===== src/elf_string_hash_bucket_assert.svh =====
// ----------------------------------------------------------------------------
// elf string hash bucket assertion macros
// shared concurrent assertion forms, compiled out with ASSERT_OFF
// ----------------------------------------------------------------------------
`ifndef ELF_STRING_HASH_BUCKET_ASSERT_SVH
`define ELF_STRING_HASH_BUCKET_ASSERT_SVH

`ifndef ASSERT_OFF
// same-cycle implication
`define EHB_ASSERT_IMPLIES(label, clk, rst_n, ante, cons, msg) \
    label: assert property (@(posedge clk) disable iff (!rst_n) (ante) |-> (cons)) \
        else $error(msg);
// next-cycle implication
`define EHB_ASSERT_NEXT(label, clk, rst_n, ante, cons, msg) \
    label: assert property (@(posedge clk) disable iff (!rst_n) (ante) |=> (cons)) \
        else $error(msg);
`else
`define EHB_ASSERT_IMPLIES(label, clk, rst_n, ante, cons, msg)
`define EHB_ASSERT_NEXT(label, clk, rst_n, ante, cons, msg)
`endif

`endif


===== src/ehb_pkg.sv =====
// ----------------------------------------------------------------------------
// ehb_pkg
// types, constants and the hash step shared by the elf string hash bucket
// ----------------------------------------------------------------------------
`timescale 1ns / 1ps
`default_nettype none

package ehb_pkg;

    localparam int unsigned CHAR_W   = 8;
    localparam int unsigned HASH_W   = 28;
    localparam int unsigned TSIZE_W  = 17;
    localparam int unsigned BUCKET_W = 16;
    localparam int unsigned STEP_CNT_W = $clog2(HASH_W);

    localparam logic [TSIZE_W-1:0] TABLE_SIZE_RESET = 17'd1024;
    localparam logic [TSIZE_W-1:0] TABLE_SIZE_MAX   = 17'd65536;
    localparam logic [31:0]        TOP_NIBBLE_MASK  = 32'hF000_0000;
    localparam int unsigned        FOLD_SHIFT       = 24;
    localparam int unsigned        STEP_SHIFT       = 4;
    localparam logic [STEP_CNT_W-1:0] DIV_STEP_LAST = STEP_CNT_W'(HASH_W - 1);

    // one finished name waiting for its bucket
    typedef struct packed {
        logic [HASH_W-1:0]  full_hash;
        logic [TSIZE_W-1:0] divisor;
    } ehb_job_t;

    typedef enum logic [1:0] {
        BK_IDLE,
        BK_RUN,
        BK_DONE
    } ehb_back_state_t;

    function automatic logic [HASH_W-1:0] elf_step(
        input logic [HASH_W-1:0] h,
        input logic [CHAR_W-1:0] c
    );
        logic [31:0] s;
        logic [31:0] top;
        logic [31:0] r;
        s   = (32'(h) << STEP_SHIFT) + 32'(c);
        top = s & TOP_NIBBLE_MASK;
        r   = (s ^ (top >> FOLD_SHIFT)) & ~top;
        return r[HASH_W-1:0];
    endfunction

endpackage

`default_nettype wire


===== src/elf_string_hash_bucket.sv =====
// ----------------------------------------------------------------------------
// elf_string_hash_bucket
// streaming pjw/elf name hash with bucket select by modulo of the table size
// ----------------------------------------------------------------------------
// one byte word is taken per cycle while in_ready is high and folded into a
// 28-bit running hash in the front stage; the word with is_last set closes
// the name, and its final hash plus the clamped table size go into a job
// queue of QUEUE_DEPTH entries. the back stage works out the bucket with a
// bit-serial remainder, one hash bit per cycle (load, 28 steps, result state
// held until out_ready) before the next job is taken. names that outpace it
// run ahead into the queue, and in_ready drops once it is full. the user
// writes table_size over the cfg port only while idle, which the block does
// not enforce; it resets to 1024, clamps at 65536, zero gives bucket zero.
// ----------------------------------------------------------------------------
`timescale 1ns / 1ps
`default_nettype none

module elf_string_hash_bucket #(
    parameter int unsigned QUEUE_DEPTH = 2
) (
    input  wire logic                          clk,
    input  wire logic                          rst_n,
    // byte words of the name
    input  wire logic                          in_valid,
    output logic                               in_ready,
    input  wire logic [ehb_pkg::CHAR_W-1:0]    character,
    input  wire logic                          is_last,
    // one result word per name
    output logic                               out_valid,
    input  wire logic                          out_ready,
    output logic [ehb_pkg::BUCKET_W-1:0]       bucket,
    output logic [ehb_pkg::HASH_W-1:0]         full_hash,
    // table size register write
    input  wire logic                          cfg_valid,
    output logic                               cfg_ready,
    input  wire logic [ehb_pkg::TSIZE_W-1:0]   cfg_data
);

    logic [ehb_pkg::TSIZE_W-1:0] table_size_reg;
    logic [ehb_pkg::TSIZE_W-1:0] table_size_next;

    logic              push_valid;
    logic              push_ready;
    ehb_pkg::ehb_job_t push_job;
    logic              pop_valid;
    logic              pop_ready;
    ehb_pkg::ehb_job_t pop_job;

    // register writes are always accepted and land in the following cycle
    assign cfg_ready = 1'b1;

    always_comb
    begin
        table_size_next = table_size_reg;
        if (cfg_valid && cfg_ready)
        begin
            table_size_next = cfg_data;
        end
    end

    always_ff @(posedge clk or negedge rst_n)
    begin
        if (!rst_n)
        begin
            table_size_reg <= ehb_pkg::TABLE_SIZE_RESET;
        end
        else
        begin
            table_size_reg <= table_size_next;
        end
    end

    // front: per-byte hash step, classify last byte
    ehb_front u_front (
        .clk        (clk),
        .rst_n      (rst_n),
        .in_valid   (in_valid),
        .in_ready   (in_ready),
        .character  (character),
        .is_last    (is_last),
        .table_size (table_size_reg),
        .push_valid (push_valid),
        .push_ready (push_ready),
        .push_job   (push_job)
    );

    // decouples byte intake from the modulo
    ehb_queue #(
        .DEPTH (QUEUE_DEPTH)
    ) u_queue (
        .clk        (clk),
        .rst_n      (rst_n),
        .push_valid (push_valid),
        .push_ready (push_ready),
        .push_job   (push_job),
        .pop_valid  (pop_valid),
        .pop_ready  (pop_ready),
        .pop_job    (pop_job)
    );

    // back: remainder and result register
    ehb_back u_back (
        .clk       (clk),
        .rst_n     (rst_n),
        .job_valid (pop_valid),
        .job_ready (pop_ready),
        .job       (pop_job),
        .out_valid (out_valid),
        .out_ready (out_ready),
        .bucket    (bucket),
        .full_hash (full_hash)
    );

endmodule

`default_nettype wire


===== src/ehb_front.sv =====
// ----------------------------------------------------------------------------
// ehb_front
// running hash per byte, hands finished names to the job queue
// ----------------------------------------------------------------------------
`timescale 1ns / 1ps
`default_nettype none

module ehb_front (
    input  wire logic                          clk,
    input  wire logic                          rst_n,
    input  wire logic                          in_valid,
    output logic                               in_ready,
    input  wire logic [ehb_pkg::CHAR_W-1:0]    character,
    input  wire logic                          is_last,
    input  wire logic [ehb_pkg::TSIZE_W-1:0]   table_size,
    output logic                               push_valid,
    input  wire logic                          push_ready,
    output ehb_pkg::ehb_job_t                  push_job
);

    logic [ehb_pkg::HASH_W-1:0]  running_hash_reg;
    logic [ehb_pkg::HASH_W-1:0]  running_hash_next;
    logic [ehb_pkg::HASH_W-1:0]  step_hash;
    logic [ehb_pkg::TSIZE_W-1:0] divisor;
    logic                        accept;

    assign in_ready = push_ready;
    assign accept   = in_valid & in_ready;
    assign step_hash = ehb_pkg::elf_step(running_hash_reg, character);

    // sizes above the max clamp to the max
    assign divisor = (table_size > ehb_pkg::TABLE_SIZE_MAX) ? ehb_pkg::TABLE_SIZE_MAX
                                                            : table_size;

    assign push_valid         = accept & is_last;
    assign push_job.full_hash = step_hash;
    assign push_job.divisor   = divisor;

    always_comb
    begin
        running_hash_next = running_hash_reg;
        if (accept)
        begin
            running_hash_next = is_last ? '0 : step_hash;
        end
    end

    always_ff @(posedge clk or negedge rst_n)
    begin
        if (!rst_n)
        begin
            running_hash_reg <= '0;
        end
        else
        begin
            running_hash_reg <= running_hash_next;
        end
    end

endmodule

`default_nettype wire


===== src/ehb_queue.sv =====
// ----------------------------------------------------------------------------
// ehb_queue
// small job fifo between the hash front and the modulo back
// ----------------------------------------------------------------------------
`timescale 1ns / 1ps
`default_nettype none

`include "elf_string_hash_bucket_assert.svh"

module ehb_queue #(
    parameter int unsigned DEPTH = 2
) (
    input  wire logic               clk,
    input  wire logic               rst_n,
    input  wire logic               push_valid,
    output logic                    push_ready,
    input  wire ehb_pkg::ehb_job_t  push_job,
    output logic                    pop_valid,
    input  wire logic               pop_ready,
    output ehb_pkg::ehb_job_t       pop_job
);

    localparam int unsigned PTR_W = (DEPTH > 1) ? $clog2(DEPTH) : 1;
    localparam int unsigned CNT_W = $clog2(DEPTH + 1);
    localparam logic [PTR_W-1:0] PTR_LAST = PTR_W'(DEPTH - 1);
    localparam logic [CNT_W-1:0] CNT_FULL = CNT_W'(DEPTH);

    ehb_pkg::ehb_job_t mem_reg [DEPTH];
    logic [PTR_W-1:0]  wr_ptr_reg;
    logic [PTR_W-1:0]  wr_ptr_next;
    logic [PTR_W-1:0]  rd_ptr_reg;
    logic [PTR_W-1:0]  rd_ptr_next;
    logic [CNT_W-1:0]  count_reg;
    logic [CNT_W-1:0]  count_next;
    logic              push;
    logic              pop;

    assign push_ready = (count_reg != CNT_FULL);
    assign pop_valid  = (count_reg != '0);
    assign pop_job    = mem_reg[rd_ptr_reg];
    assign push       = push_valid & push_ready;
    assign pop        = pop_valid & pop_ready;

    always_comb
    begin
        wr_ptr_next = wr_ptr_reg;
        rd_ptr_next = rd_ptr_reg;
        count_next  = count_reg;
        if (push)
        begin
            wr_ptr_next = (wr_ptr_reg == PTR_LAST) ? '0 : wr_ptr_reg + 1'b1;
        end
        if (pop)
        begin
            rd_ptr_next = (rd_ptr_reg == PTR_LAST) ? '0 : rd_ptr_reg + 1'b1;
        end
        if (push && !pop)
        begin
            count_next = count_reg + 1'b1;
        end
        else if (pop && !push)
        begin
            count_next = count_reg - 1'b1;
        end
    end

    always_ff @(posedge clk or negedge rst_n)
    begin
        if (!rst_n)
        begin
            wr_ptr_reg <= '0;
            rd_ptr_reg <= '0;
            count_reg  <= '0;
        end
        else
        begin
            wr_ptr_reg <= wr_ptr_next;
            rd_ptr_reg <= rd_ptr_next;
            count_reg  <= count_next;
        end
    end

    always_ff @(posedge clk)
    begin
        if (push)
        begin
            mem_reg[wr_ptr_reg] <= push_job;
        end
    end

    `EHB_ASSERT_IMPLIES(a_count_in_range, clk, rst_n, 1'b1, count_reg <= CNT_FULL, "queue overfilled")
    `EHB_ASSERT_NEXT(a_push_grows, clk, rst_n, push && !pop, count_reg == CNT_W'($past(count_reg) + 1'b1), "push lost")

endmodule

`default_nettype wire


===== src/ehb_back.sv =====
// ----------------------------------------------------------------------------
// ehb_back
// bit-serial restoring remainder, one dividend bit per cycle
// ----------------------------------------------------------------------------
`timescale 1ns / 1ps
`default_nettype none

`include "elf_string_hash_bucket_assert.svh"

module ehb_back (
    input  wire logic                           clk,
    input  wire logic                           rst_n,
    input  wire logic                           job_valid,
    output logic                                job_ready,
    input  wire ehb_pkg::ehb_job_t              job,
    output logic                                out_valid,
    input  wire logic                           out_ready,
    output logic [ehb_pkg::BUCKET_W-1:0]        bucket,
    output logic [ehb_pkg::HASH_W-1:0]          full_hash
);

    ehb_pkg::ehb_back_state_t          state_reg;
    ehb_pkg::ehb_back_state_t          state_next;
    logic [ehb_pkg::STEP_CNT_W-1:0]    count_reg;
    logic [ehb_pkg::STEP_CNT_W-1:0]    count_next;
    logic [ehb_pkg::TSIZE_W-1:0]       rem_reg;
    logic [ehb_pkg::TSIZE_W-1:0]       rem_next;
    logic [ehb_pkg::HASH_W-1:0]        dvd_reg;
    logic [ehb_pkg::HASH_W-1:0]        dvd_next;
    logic [ehb_pkg::TSIZE_W-1:0]       div_reg;
    logic [ehb_pkg::TSIZE_W-1:0]       div_next;
    logic [ehb_pkg::HASH_W-1:0]        hash_reg;
    logic [ehb_pkg::HASH_W-1:0]        hash_next;
    logic [ehb_pkg::TSIZE_W-1:0]       trial;

    // remainder stays below the divisor, so its top bit is free for the shift
    assign trial = {rem_reg[ehb_pkg::TSIZE_W-2:0], dvd_reg[ehb_pkg::HASH_W-1]};

    assign bucket    = rem_reg[ehb_pkg::BUCKET_W-1:0];
    assign full_hash = hash_reg;

    always_comb
    begin
        state_next = state_reg;
        count_next = count_reg;
        rem_next   = rem_reg;
        dvd_next   = dvd_reg;
        div_next   = div_reg;
        hash_next  = hash_reg;
        job_ready  = 1'b0;
        out_valid  = 1'b0;
        case (state_reg)
            ehb_pkg::BK_IDLE:
            begin
                job_ready = 1'b1;
                if (job_valid)
                begin
                    hash_next  = job.full_hash;
                    dvd_next   = job.full_hash;
                    div_next   = job.divisor;
                    rem_next   = '0;
                    count_next = ehb_pkg::DIV_STEP_LAST;
                    // zero table size gives bucket zero directly
                    state_next = (job.divisor == '0) ? ehb_pkg::BK_DONE : ehb_pkg::BK_RUN;
                end
            end
            ehb_pkg::BK_RUN:
            begin
                rem_next   = (trial >= div_reg) ? trial - div_reg : trial;
                dvd_next   = dvd_reg << 1;
                count_next = count_reg - 1'b1;
                if (count_reg == '0)
                begin
                    state_next = ehb_pkg::BK_DONE;
                end
            end
            ehb_pkg::BK_DONE:
            begin
                out_valid = 1'b1;
                if (out_ready)
                begin
                    state_next = ehb_pkg::BK_IDLE;
                end
            end
            default:
            begin
                state_next = ehb_pkg::BK_IDLE;
            end
        endcase
    end

    always_ff @(posedge clk or negedge rst_n)
    begin
        if (!rst_n)
        begin
            state_reg <= ehb_pkg::BK_IDLE;
            count_reg <= '0;
        end
        else
        begin
            state_reg <= state_next;
            count_reg <= count_next;
        end
    end

    always_ff @(posedge clk)
    begin
        rem_reg  <= rem_next;
        dvd_reg  <= dvd_next;
        div_reg  <= div_next;
        hash_reg <= hash_next;
    end

    `EHB_ASSERT_IMPLIES(a_rem_below_div, clk, rst_n, state_reg == ehb_pkg::BK_RUN, rem_reg < div_reg, "remainder not reduced")
    `EHB_ASSERT_NEXT(a_run_ends, clk, rst_n, state_reg == ehb_pkg::BK_RUN && count_reg == '0, state_reg == ehb_pkg::BK_DONE, "divide overran")

endmodule

`default_nettype wire


===== config.mk =====
export PLATFORM = sky130hd
export DESIGN_NAME = elf_string_hash_bucket
export DESIGN_NICKNAME = d
export VERILOG_FILES = /design/src/ehb_pkg.sv /design/src/elf_string_hash_bucket.sv /design/src/ehb_front.sv /design/src/ehb_queue.sv /design/src/ehb_back.sv
export VERILOG_INCLUDE_DIRS = /design/src /design/src/src
export SDC_FILE = /design/constraint.sdc
export NUM_CORES = 1
export LEC_CHECK = 0
export BUFFER_PORTS_ARGS = -buffer_cell sky130_fd_sc_hd__clkbuf_2
export CORE_MARGIN = 2
export CORE_UTILIZATION = 45
export CTS_BUF_LIST = sky130_fd_sc_hd__clkbuf_2 sky130_fd_sc_hd__clkbuf_4 sky130_fd_sc_hd__clkbuf_8
export DETAILED_ROUTE_END_ITERATION = 16
export HOLD_SLACK_MARGIN = 0.06
export PLACE_DENSITY_LB_ADDON = 0.08
export SLEW_MARGIN = 25
export SYNTH_ARGS = -nofsm -noshare
export SYNTH_HDL_FRONTEND = slang
export SYNTH_HIERARCHICAL = 1
export SYNTH_SLANG_ARGS = --single-unit

===== constraint.sdc =====
create_clock -name clk -period 4.2 [get_ports clk]
set_input_delay 0.42 -clock clk [delete_from_list [all_inputs] [get_ports clk]]
set_output_delay 0.42 -clock clk [all_outputs]
set_load 0.02 [all_outputs]

Word-level counts from Yosys, hierarchy flattened
Memory sizes are Yosys's and may differ from the RTL's.
Index checks and enable logic that the tools add are counted.

operators by class
  add/subtract/negate cells = 7
  order comparisons = 2
  equal/unequal tests = 6
  muxes and demuxes = 22
  bitwise logic cells = 7
  reduce and logical (&&, ||, !) cells = 13

operators by type and width
  cell                                                                     count
  28-bit two-way mux                                                       2
  28-bit case mux with 2 select lines                                      1
  32-bit by 8-bit adder with 32-bit output                                 1
  16-bit two-way mux                                                       2
  16-bit case mux with 2 select lines                                      1
  28-bit AND                                                               1
  1-bit NOT with 28-bit output, first input constant                       1
  28-bit by 8-bit XOR with 28-bit output                                   1
  17-bit >= comparator                                                     1
  17-bit > comparator, second input constant                               1
  17-bit logical NOT                                                       1
  17-bit two-way mux                                                       1
  16-bit subtractor                                                        1
  2-bit two-way mux                                                        6
  5-bit case mux with 2 select lines                                       1
  1-bit two-way mux                                                        6
  2-bit case mux with 3 select lines                                       1
  2-bit nonzero test                                                       3
  5-bit logical NOT                                                        1
  5-bit two-way mux                                                        1
  5-bit by 1-bit subtractor with 5-bit output, second input constant       1
  1-bit AND                                                                4
  2-bit by 1-bit inequality test with 1-bit output, second input constant  2
  2-bit inequality test, second input constant                             2
  10 further kinds                                                         14

word-level totals
  bits in registers = 145
  RAM bits = 90
  input bits = 31
  logic and storage cells = 69
  memories = 1

memory list
  name             words  bits a word  rd ports  clocked after Yosys merged registers in  write ports  RTL line         source
  u_queue.mem_reg  2      45           1         0                                        1            ehb_queue.sv:28  ehb_pkg::ehb_job_t mem_reg [DEPTH];

Logic depth before layout (Yosys ltp)
Gate-level depths: netlist of run 1.

  depth after elaboration = 8
  mapped depth = 10

Modules after synthesis
Netlist of run 1, hierarchy kept.

by module, submodules not included
  module                  times used  cells an instance  area an instance (um2)  sequential area each (um2)
  ehb_back                1           430                4855.9                  2847.7
  ehb_queue               1           158                3641.0                  2802.7
  ehb_front               1           213                1989.4                  700.7
  elf_string_hash_bucket  1           38                 698.2                   426.7

Worst setup path after synthesis of run 1
Ideal clock, no wire load.

  path kind = input-to-reg
  start = in is_last
  end = mem u_queue/mem_reg[0][0] (netlist bit), enable pin
  library setup time = 0.447 ns
  arrival time = 2.892 ns
  required time = 3.753 ns
  slack = 0.861 ns
  stages on the path = 4
  buffers on the path = 1
  path through = buf_1 and3_1 nand2_1 nor2_1

on the way
  longest elaborated chain between the ends = 4

RTL lines
  element                                  RTL line                      source
  from (decl)                              elf_string_hash_bucket.sv:27  input wire logic is_last,
  1-bit AND                                ehb_front.sv:35               assign push_valid = accept & is_last;
  via push_valid                           elf_string_hash_bucket.sv:42  logic push_valid;
  1-bit AND                                ehb_queue.sv:41               assign push = push_valid & push_ready;
  1-bit two-way mux                        ehb_queue.sv:85               if (push)
  1-bit two-way mux (implied by the code)  ehb_queue.sv:87               mem_reg[wr_ptr_reg] <= push_job;
  to (decl)                                ehb_queue.sv:28

The timed path passes the listed nets, and every way through them passes these cells.

Final worst setup path of run 1
  start = reg u_back/rem_reg[5] (netlist bit)
  end = reg u_back/rem_reg[0] (netlist bit), data pin

on the way
  longest elaborated chain between the ends = 3

RTL lines
  element                              RTL line         source
  from (decl)                          ehb_back.sv:26   logic [ehb_pkg::TSIZE_W-1:0] rem_reg;
  from (signal assigned)               ehb_back.sv:108  rem_reg <= rem_next;
  17-bit >= comparator                 ehb_back.sv:69   rem_next = (trial >= div_reg) ? trial - div_reg : trial;
  16-bit two-way mux                   ehb_back.sv:69
  16-bit case mux with 2 select lines  ehb_back.sv:52   case (state_reg)

No other way between the ends.
A chain may end at the register's enable or synchronous reset.

==> impl_metrics.tcl, run 1 <==
set metrics [dict create \
    status "completed" \
    nets 984 \
    grtUsageTotal_pct 17.94 \
    syn_area_mm2 0.01118 \
    grt_overflow 0 \
    fmax_mhz 370.7 \
    synth_top_area_share_pct 48.06 \
    hp-class "in -> reg" \
    layout_setup_ws_ps 1502 \
    startpoint_type "flip-flop" \
    dpl_worst_slack_ps 1496 \
    worst-path-buf-inv 0 \
    initial_core_util_pct 45.86 \
    netlist_top_cells_count "edfxtp_1, nand2_1, dfrtp_1" \
    viasPerCell 5.243 \
    hold_violations 0 \
    synth.net_count 896 \
    ioPinCount 78 \
    cpLargestDelayFamily "compound AO/OA/AOI/OAI gates" \
    area_growth_pct 12.40 \
    endpoint_kind "flip-flop" \
    synth_edf_count 179 \
    cts_buffer_depth 3 \
    fin_crit_ps 2698 \
    fin_total_pwr_mw 9.846 \
    seq_area_frac_synth_pct 60.60 \
    grt_pass1_vias 6859 \
    syn_inst 839 \
    worst_ep_required_time_ps 4480 \
    num_antenna_cells 0 \
    dieArea_mm2 0.02613 \
    fp.dieW_um 161.7 \
    cts_sinks 235 \
    synth.largest_area_cell "edfxtp_1" \
    first_pass_iters 5 \
    fp-row-count 57 \
    tns_ps 0 \
    drc 0 \
    synthArstFlopShare_pct 23.83 \
    wl_um 22960 \
    slew-limit-headroom_pct 41.64 \
    cts_resized 0 \
    cp.arrival_ps 2980 \
    wl_per_cell_um 17.91 \
    globalplace.congestion 0.8424 \
    vias 6721 \
    yosys_warnings 6 \
    place_area_mm2 0.01171 \
    grt_max_degree 57 \
    ant_nets 0 \
    synth.most_common_cell "edfxtp_1" \
    core_area_mm2 0.02439 \
    crit_path_top_delay_cell "a311oi_4" \
    rsz0062_at_grt "no" \
    yosys_register_bits 235 \
    ys_top_cells_by_area "edfxtp_1, dfrtp_1, mux2_4" \
    largest_reg_flops 90 \
    cts_tree "built" \
    path_cells "ha_1 -> nand2_1 -> nor2_4 -> nand4_1 -> a311oi_4 -> o21ai_0 -> o311a_1" \
    finalSetupViolCount 0 \
    max_stage_delay_ps 680 \
    hpwl_um 15280 \
    synth.distinct_cells 79 \
    min_period_over_period_pct 64.23 \
    insertion_delay_ps 530 \
    synth_top_flop_cell "edfxtp_1" \
    drt_iter0_markers 424 \
    die_h_um 161.7 \
    cts_root_buf "clkbuf_8" \
    slew_violations 0 \
    grt_pass1_wl_um 37140 \
    io_buffers 76 \
    tightest_slew_ps 874.3 \
    leakage_nw 5.176 \
    avgSynthCellArea_um2 13.33 \
    h-tree-depth 2 \
    critical_path_class "reg -> reg" \
    clkTransAtPathRegs_ps 50 \
    ir_drop_mv 0.3782 \
    fin_skew_ps 20.78 \
    power_per_cell_area_mw_per_mm2 783.3 \
    cts_buffers 41 \
    drive_gt1_share_pct 26.72 \
    cp_max_fo 15 \
    max-cap-violations 0 \
    fin_area_mm2 0.01257 \
    antenna_found_initial 0 \
]
power by group:
part | switching, mW | internal (mW)
clock | 0.894 | 1.25
combinational | 2.37 | 1.44
sequential | 0.382 | 3.50
total | 3.65 | 6.19
routing by layer:
metal  part of all wire, %  global-route usage, %  routed length, um  vias up
met5                     0                      0                  0        -
li1                      -                      -                  -     3246
met1                    49                  26.16              11200     3273
met3                   5.1                  3.830               1166       32
met2                    44                  27.37              10190      170
met4                   1.7                  5.068                392        0
cell type report:
class / instances / area [um^2]
fill: 2151 / 11820
sequential: 235 / 6779
multi-input combinational: 525 / 3938
clock buffer: 62 / 747.0
timing repair buffer: 85 / 450.4
tap: 324 / 405.4
inverter: 39 / 147.6
clock inverter: 12 / 103.9
cells in the final DEF (no fill, tap or decap), types with 4 or more instances in the layout:
master and instances:
xnor2_1 29, inv_1 37, edfxtp_1 179, o21ai_0 21, nand3_1 22, nand2_1 117
ha_1 24, mux2_4 49, nor2b_1 18, buf_4 8, nor3_1 12, dfrtp_1 54
o21a_1 6, a211oi_1 5, and3_1 4, a21oi_1 31, or2_2 4, a21o_1 14
a22o_1 15, clkbuf_8 45, o21ai_1 7, o31ai_1 8, xor2_1 17, clkinv_1 8
mux2_2 13, nand4_1 15, nor4_1 11, nor4_2 4, clkbuf_2 76, nor2_1 11
clkbuf_4 17, nand2b_1 7
worst register-to-register path: stages, from the launching register on:
cell	delay [ps]
edfxtp_1	410
ha_1	500
nand2_1	150
nor2_4	140
nand4_1	200
a311oi_4	680
o21ai_0	210
o311a_1	160
cell families (layout without fill, tap and decap cells):
| group | Yosys count | count (layout) | share of synthesized area, % |
|---|---|---|---|
| fa+ha+maj | 26 | 26 | 3.043 |
| mux | 63 | 63 | 7.976 |
| flops | 235 | 235 | 60.60 |
| other cells | 1 | 1 | 0.03353 |
| compound gates | 136 | 136 | 8.726 |
| xor+xnor | 46 | 46 | 3.602 |
| buf+inv | 79 | 198 | 4.352 |
| simple gates | 253 | 253 | 11.67 |
worst paths after layout:
| check | start | to | slack [ps] | cells past startpoint |
|---|---|---|---|---|
| max | u_back/rem_reg[5]$_SDFFCE_PN0P_ | u_back/rem_reg[0]$_SDFFCE_PN0P_ | 1500 | 7 |
| min | character[2] | u_queue/mem_reg[0][19]$_DFFE_PP_ | 110 | 1 |
| max reg2reg | u_back/rem_reg[5]$_SDFFCE_PN0P_ | u_back/rem_reg[0]$_SDFFCE_PN0P_ | 1500 | 7 |
| min reg2reg | u_front/running_hash_reg[3]$_DFFE_PN0P_ | u_front/running_hash_reg[3]$_DFFE_PN0P_ | 480 | 2 |
| max in group asynchronous | rst_n | u_queue/rd_ptr_reg$_DFFE_PN0P_ | 3090 | 3 |
| min in group asynchronous | rst_n | u_front/running_hash_reg[26]$_DFFE_PN0P_ | 580 | 3 |
stage by stage:
stage          hold WS (ps)  util (%)  cells
2_1_floorplan         124.4         -    839
3_3_place_gp          474.0     47.98   1207
3_5_place_dp          481.1     48.00   1207
4_1_cts               80.53     51.53   1282
5_1_grt               84.19     51.54   1282
6_report              114.0     51.54   1282
what timing repair did:
item / 4_1_cts / 5_1_grt
buffers inserted: 0 / 0
setup endpoints to repair: 0 / 0
endpoints found under the hold margin: 19 / 0
hold buffers: 1 / 0
Power figures use the tool's default switching activity.
==> run 2: changes to the inputs <==
clock period = 2.5 ns   (was 4.2 ns; I/O delays follow)
==> impl_metrics.tcl, run 2 (synthesis gave the netlist of run 1 again) <==
set metrics [dict create \
    ir_drop_mv 0.7956 \
    wl_um 23380 \
    drt_iter0_markers 395 \
    slew-limit-headroom_pct 45.04 \
    cts_sinks 235 \
    die_h_um 161.7 \
    leakage_nw 5.476 \
    fin_skew_ps 14.37 \
    cts_tree "built" \
    first_pass_iters 4 \
    clkTransAtPathRegs_ps 70 \
    vias 6985 \
    grt_overflow 0 \
    cts_root_buf "clkbuf_8" \
    layout_common_cells "edfxtp_1, nand2_1, clkbuf_2, dfrtp_1, mux2_4" \
    grt_pass1_wl_um 37830 \
    fin_total_pwr_mw 17.08 \
    area_growth_pct 17.78 \
    max-cap-violations 0 \
    cp.arrival_ps 2660 \
    worst_ep_required_time_ps 2770 \
    grt_max_degree 47 \
    ioPinCount 78 \
    power_per_cell_area_mw_per_mm2 1297 \
    h-tree-depth 2 \
    core_area_mm2 0.02439 \
    drive_gt1_share_pct 29.24 \
    critical_path_class "reg -> reg" \
    cts_buffer_depth 3 \
    hpwl_um 16060 \
    drc 0 \
    grtUsageTotal_pct 18.27 \
    dieArea_mm2 0.02613 \
    endpoint_kind "flip-flop" \
    final_common_cell "edfxtp_1" \
    viasPerCell 5.201 \
    slew_violations 0 \
    path_cells "ha_1 -> and2b_2 -> o21ai_0 -> a211oi_2 -> or4_1 -> o211ai_1 -> a21oi_1" \
    startpoint_type "flip-flop" \
    io_buffers 76 \
    finalSetupViolCount 0 \
    wl_per_cell_um 17.41 \
    insertion_delay_ps 540 \
    tns_ps 0 \
    grt_pass1_vias 7214 \
    finish.utilization_pct 54.01 \
    cts_buffers 40 \
    fin_crit_ps 2392 \
    largest_reg_flops 90 \
    tightest_slew_ps 813.6 \
    fmax_mhz 418.0 \
    nets 1044 \
    antenna_found_initial 0 \
    ant_nets 0 \
    max_stage_delay_ps 490 \
    num_antenna_cells 0 \
    hold_violations 0 \
    hp-class "in -> reg" \
    min_period_over_period_pct 95.68 \
    initial_core_util_pct 45.86 \
    status "completed" \
    cp_max_fo 4 \
    globalplace.congestion 0.9497 \
    crit_path_top_delay_cell "or4_1" \
    fp-row-count 57 \
    rsz0062_at_grt "no" \
    fp.dieW_um 161.7 \
]
==> run 2: changes by cell type in the layout (fill, tap and decap cells not counted), moves of 2 or more <==
cell / delta
clkinv_2: +2
buf_4: +31
dlygate4sd3_1: +22
clkbuf_4: -5
a211oi_1: -2
a211oi_2: +2
o21ai_0: -3
o21ai_1: +3
buf_12: +8
==> run 2: critical path, delay by kind of cell, from the launching register on <==
family	cells	cell delay, ps
simple gates	2	710
compound gates	4	630
flops	1	460
fa+ha+maj	1	340
==> run 2: path summary, 6_finish.rpt <==
kind                                                    startpoint                                        to  slack [ps]  cells past startpoint
setup reg to reg                   u_back/rem_reg[0]$_SDFFCE_PN0P_          u_back/rem_reg[15]$_SDFFCE_PN0P_         110                      7
hold / removal                                             is_last  u_front/running_hash_reg[17]$_DFFE_PN0P_         200                      2
max in group asynchronous                                    rst_n  u_front/running_hash_reg[12]$_DFFE_PN0P_        1560                      3
hold reg to reg            u_front/running_hash_reg[0]$_DFFE_PN0P_   u_front/running_hash_reg[0]$_DFFE_PN0P_         480                      2
min in group asynchronous                                    rst_n            u_queue/wr_ptr_reg$_DFFE_PN0P_         330                      2
setup / recovery                   u_back/rem_reg[0]$_SDFFCE_PN0P_          u_back/rem_reg[15]$_SDFFCE_PN0P_         110                      7
==> run 2: power breakdown <==
part           internal (mW)  switching [mW]
sequential              5.87           0.561
clock                   1.92            1.55
combinational           2.95            4.23
total                   10.7            6.34
==> run 2: cell type report <==
| type | count | area, um^2 |
|---|---|---|
| repair buffers | 146 | 1064 |
| well taps | 324 | 405.4 |
| clock inverters | 18 | 116.4 |
| inverters | 39 | 146.4 |
| flip-flops and latches | 235 | 6779 |
| clock buffers | 56 | 695.7 |
| multi-input cells | 525 | 3966 |
| fillers | 2141 | 11220 |
==> run 2: per-layer routing <==
layer  track usage, %  routed length, um  vias to the layer above
met3            3.677               1373                       42
met1            26.61              11240                     3380
met5                0                  0                        -
met4            5.430                457                        0
li1                 -                  -                     3374
met2            27.95              10300                      189
==> run 2: through the flow <==
step / area (um^2) / hold WS, ps / instances / worst slack, ps
after floorplan: 11190 / -45.59 / 839 / 77.39
after global placement: 12050 / 365.9 / 1242 / -5.850
after CTS: 13140 / 183.7 / 1343 / 60.72
after detailed placement: 12060 / 371.5 / 1242 / -48.32
after global routing: 13170 / 205.1 / 1343 / 2.643
final: 13170 / 202.3 / 1343 / 107.9
==> run 2: timing repair <==
item / CTS / global route
pin swaps: 2 / 2
gates resized for setup: 1 / 8
hold buffers: 23 / 0
hold endpoints to repair: 57 / 0
setup buffers: 4 / 0
endpoints found under the setup margin: 4 / 5
==> run 3: changes to the inputs <==
--- a/config.mk
+++ b/config.mk
@@ -8,4 +8,5 @@
 export LEC_CHECK = 0
 export BUFFER_PORTS_ARGS = -buffer_cell sky130_fd_sc_hd__clkbuf_2
+export CAP_MARGIN = 25
 export CORE_MARGIN = 2
 export CORE_UTILIZATION = 45
==> constraint.sdc (replaced) <==
create_clock -name clk -period 2.5 [get_ports clk]
set_input_delay 0.5 -clock clk [delete_from_list [all_inputs] [get_ports clk]]
set_output_delay 0.5 -clock clk [all_outputs]
set_load 0.02 [all_outputs]
==> impl_metrics.tcl, run 3 (synthesis gave the netlist of run 1 again) <==
set metrics [dict create \
    status "completed" \
    clkTransAtPathRegs_ps 60 \
    cts_root_buf "clkbuf_8" \
    cts_tree "built" \
    io_buffers 76 \
    leakage_nw 5.505 \
    min_period_over_period_pct 95.93 \
    fin_skew_ps 17.77 \
    power.internal_mw 11.16 \
    layout_common_cells "edfxtp_1, nand2_1, clkbuf_2, buf_4, dfrtp_1" \
    vias 6984 \
    dieArea_mm2 0.02613 \
    num_antenna_cells 0 \
    layout_setup_ws_ps 101.7 \
    drc 0 \
    tns_ps 0 \
    hpwl_um 16410 \
    max-cap-violations 0 \
    dp_cells 1263 \
    p_sw_mw 6.419 \
    ant_nets 0 \
    cts_buffer_depth 3 \
    insertion_delay_ps 540 \
    power_frac_comb_pct 42.3 \
    startpoint_type "flip-flop" \
    wl_um 23500 \
    finish.utilization_pct 54.12 \
    antenna_found_initial 0 \
    grtUsageTotal_pct 18.30 \
    hp-class "in -> reg" \
    fin_crit_ps 2398 \
    globalplace.congestion 0.8240 \
    grt_pass1_wl_um 37870 \
    fp.dieW_um 161.7 \
    final_common_cell "edfxtp_1" \
    fin_hold_ws_ps 181.0 \
    sequentialPowerShare_pct 37.0 \
    largest_reg_flops 90 \
    cp_max_fo 8 \
    wl_per_cell_um 17.49 \
    slew-limit-headroom_pct 41.78 \
    ioPinCount 78 \
    cts_buffers 41 \
    h-tree-depth 2 \
    tightest_slew_ps 861.9 \
    fp-row-count 57 \
    switching_share_pct 36.51 \
    cp.arrival_ps 2790 \
    power_frac_clock_pct 20.7 \
    finalSetupViolCount 0 \
    area_growth_pct 18.02 \
    slew_violations 0 \
    hold_violations 0 \
    drt_iter0_markers 402 \
    grt_pass1_vias 7093 \
    power_per_cell_area_mw_per_mm2 1332 \
    fmax_mhz 417.0 \
    fin_area_mm2 0.01320 \
    drive_gt1_share_pct 31.96 \
    endpoint_kind "flip-flop" \
    nets 1046 \
    dpl_worst_slack_ps -34.15 \
    initial_core_util_pct 45.86 \
    grt_max_degree 41 \
    worst_ep_required_time_ps 2900 \
    fin_cells 1344 \
    die_h_um 161.7 \
    place_area_mm2 0.01221 \
    cts_sinks 235 \
    fin_total_pwr_mw 17.58 \
    viasPerCell 5.196 \
    grt_overflow 0 \
    core_area_mm2 0.02439 \
    first_pass_iters 4 \
    rsz0062_at_grt "yes" \
    critical_path_class "reg -> reg" \
    ir_drop_mv 0.7163 \
]
run 3: cell count changes in the layout (fill, tap and decap cells not counted), moves of 2 or more:
cell           delta
o21ai_1           -2
clkbuf_8          +4
ha_1              -3
dlygate4sd3_1    -22
clkinv_2          -2
clkbuf_4          -2
ha_4              +2
o21ai_0           +2
buf_4            +23
run 3: worst max-delay path, cell delays in order, from the launching register on:
cell and delay (ps):
edfxtp_1 430, ha_4 310, and3_2 210, o21a_4 150, o21ai_4 70, buf_4 160
a311o_4 480, a211o_1 300, a21oi_2 130
run 3: power by group through the flow:
stage	Sequential [mW]	Combinational [mW]	Clock, mW
3_3_place_gp	6.53	7.21	0
2_1_floorplan	6.77	4.72	0
5_1_grt	6.63	8.18	3.94
3_5_place_dp	6.57	7.27	0
6_report	6.50	7.44	3.64
4_1_cts	6.51	7.32	3.75
run 3: per-layer routing:
| metal | routed length, um | GRT usage [%] | part of all wire (%) | vias up |
|---|---|---|---|---|
| met5 | 0 | 0 | 0 | - |
| met4 | 471 | 5.350 | 2.0 | 0 |
| met3 | 1104 | 3.396 | 4.7 | 34 |
| met2 | 10170 | 27.21 | 43 | 162 |
| met1 | 11760 | 27.56 | 50 | 3405 |
| li1 | - | - | - | 3383 |
run 3: final timing paths:
path / start / endpoint / slack [ps] / cells after the start
setup / recovery: u_back/rem_reg[2]$_SDFFCE_PN0P_ / u_back/rem_reg[5]$_SDFFCE_PN0P_ / 100 / 8
hold / removal: character[2] / u_queue/mem_reg[1][19]$_DFFE_PP_ / 180 / 1
setup reg to reg: u_back/rem_reg[2]$_SDFFCE_PN0P_ / u_back/rem_reg[5]$_SDFFCE_PN0P_ / 100 / 8
hold reg to reg: u_front/running_hash_reg[0]$_DFFE_PN0P_ / u_front/running_hash_reg[0]$_DFFE_PN0P_ / 480 / 2
max in group asynchronous: rst_n / u_front/running_hash_reg[8]$_DFFE_PN0P_ / 1290 / 3
min in group asynchronous: rst_n / u_queue/wr_ptr_reg$_DFFE_PN0P_ / 590 / 2
run 3: final cells by class:
class / count / area [um^2]
clock inverters: 16 / 131.4
repair buffers: 146 / 996.0
flip-flops and latches: 235 / 6782
well taps: 324 / 405.4
fillers: 2176 / 11190
multi-input cells: 526 / 4004
clock buffers: 58 / 735.7
inverters: 39 / 146.4
run 3: repair_timing:
action	CTS	global route
endpoints found under the setup margin	6	10
pin swaps	4	2
gates cloned	0	1
endpoints found under the hold margin	2	0
resized for setup	0	12
buffers inserted	3	2
hold buffers	1	0
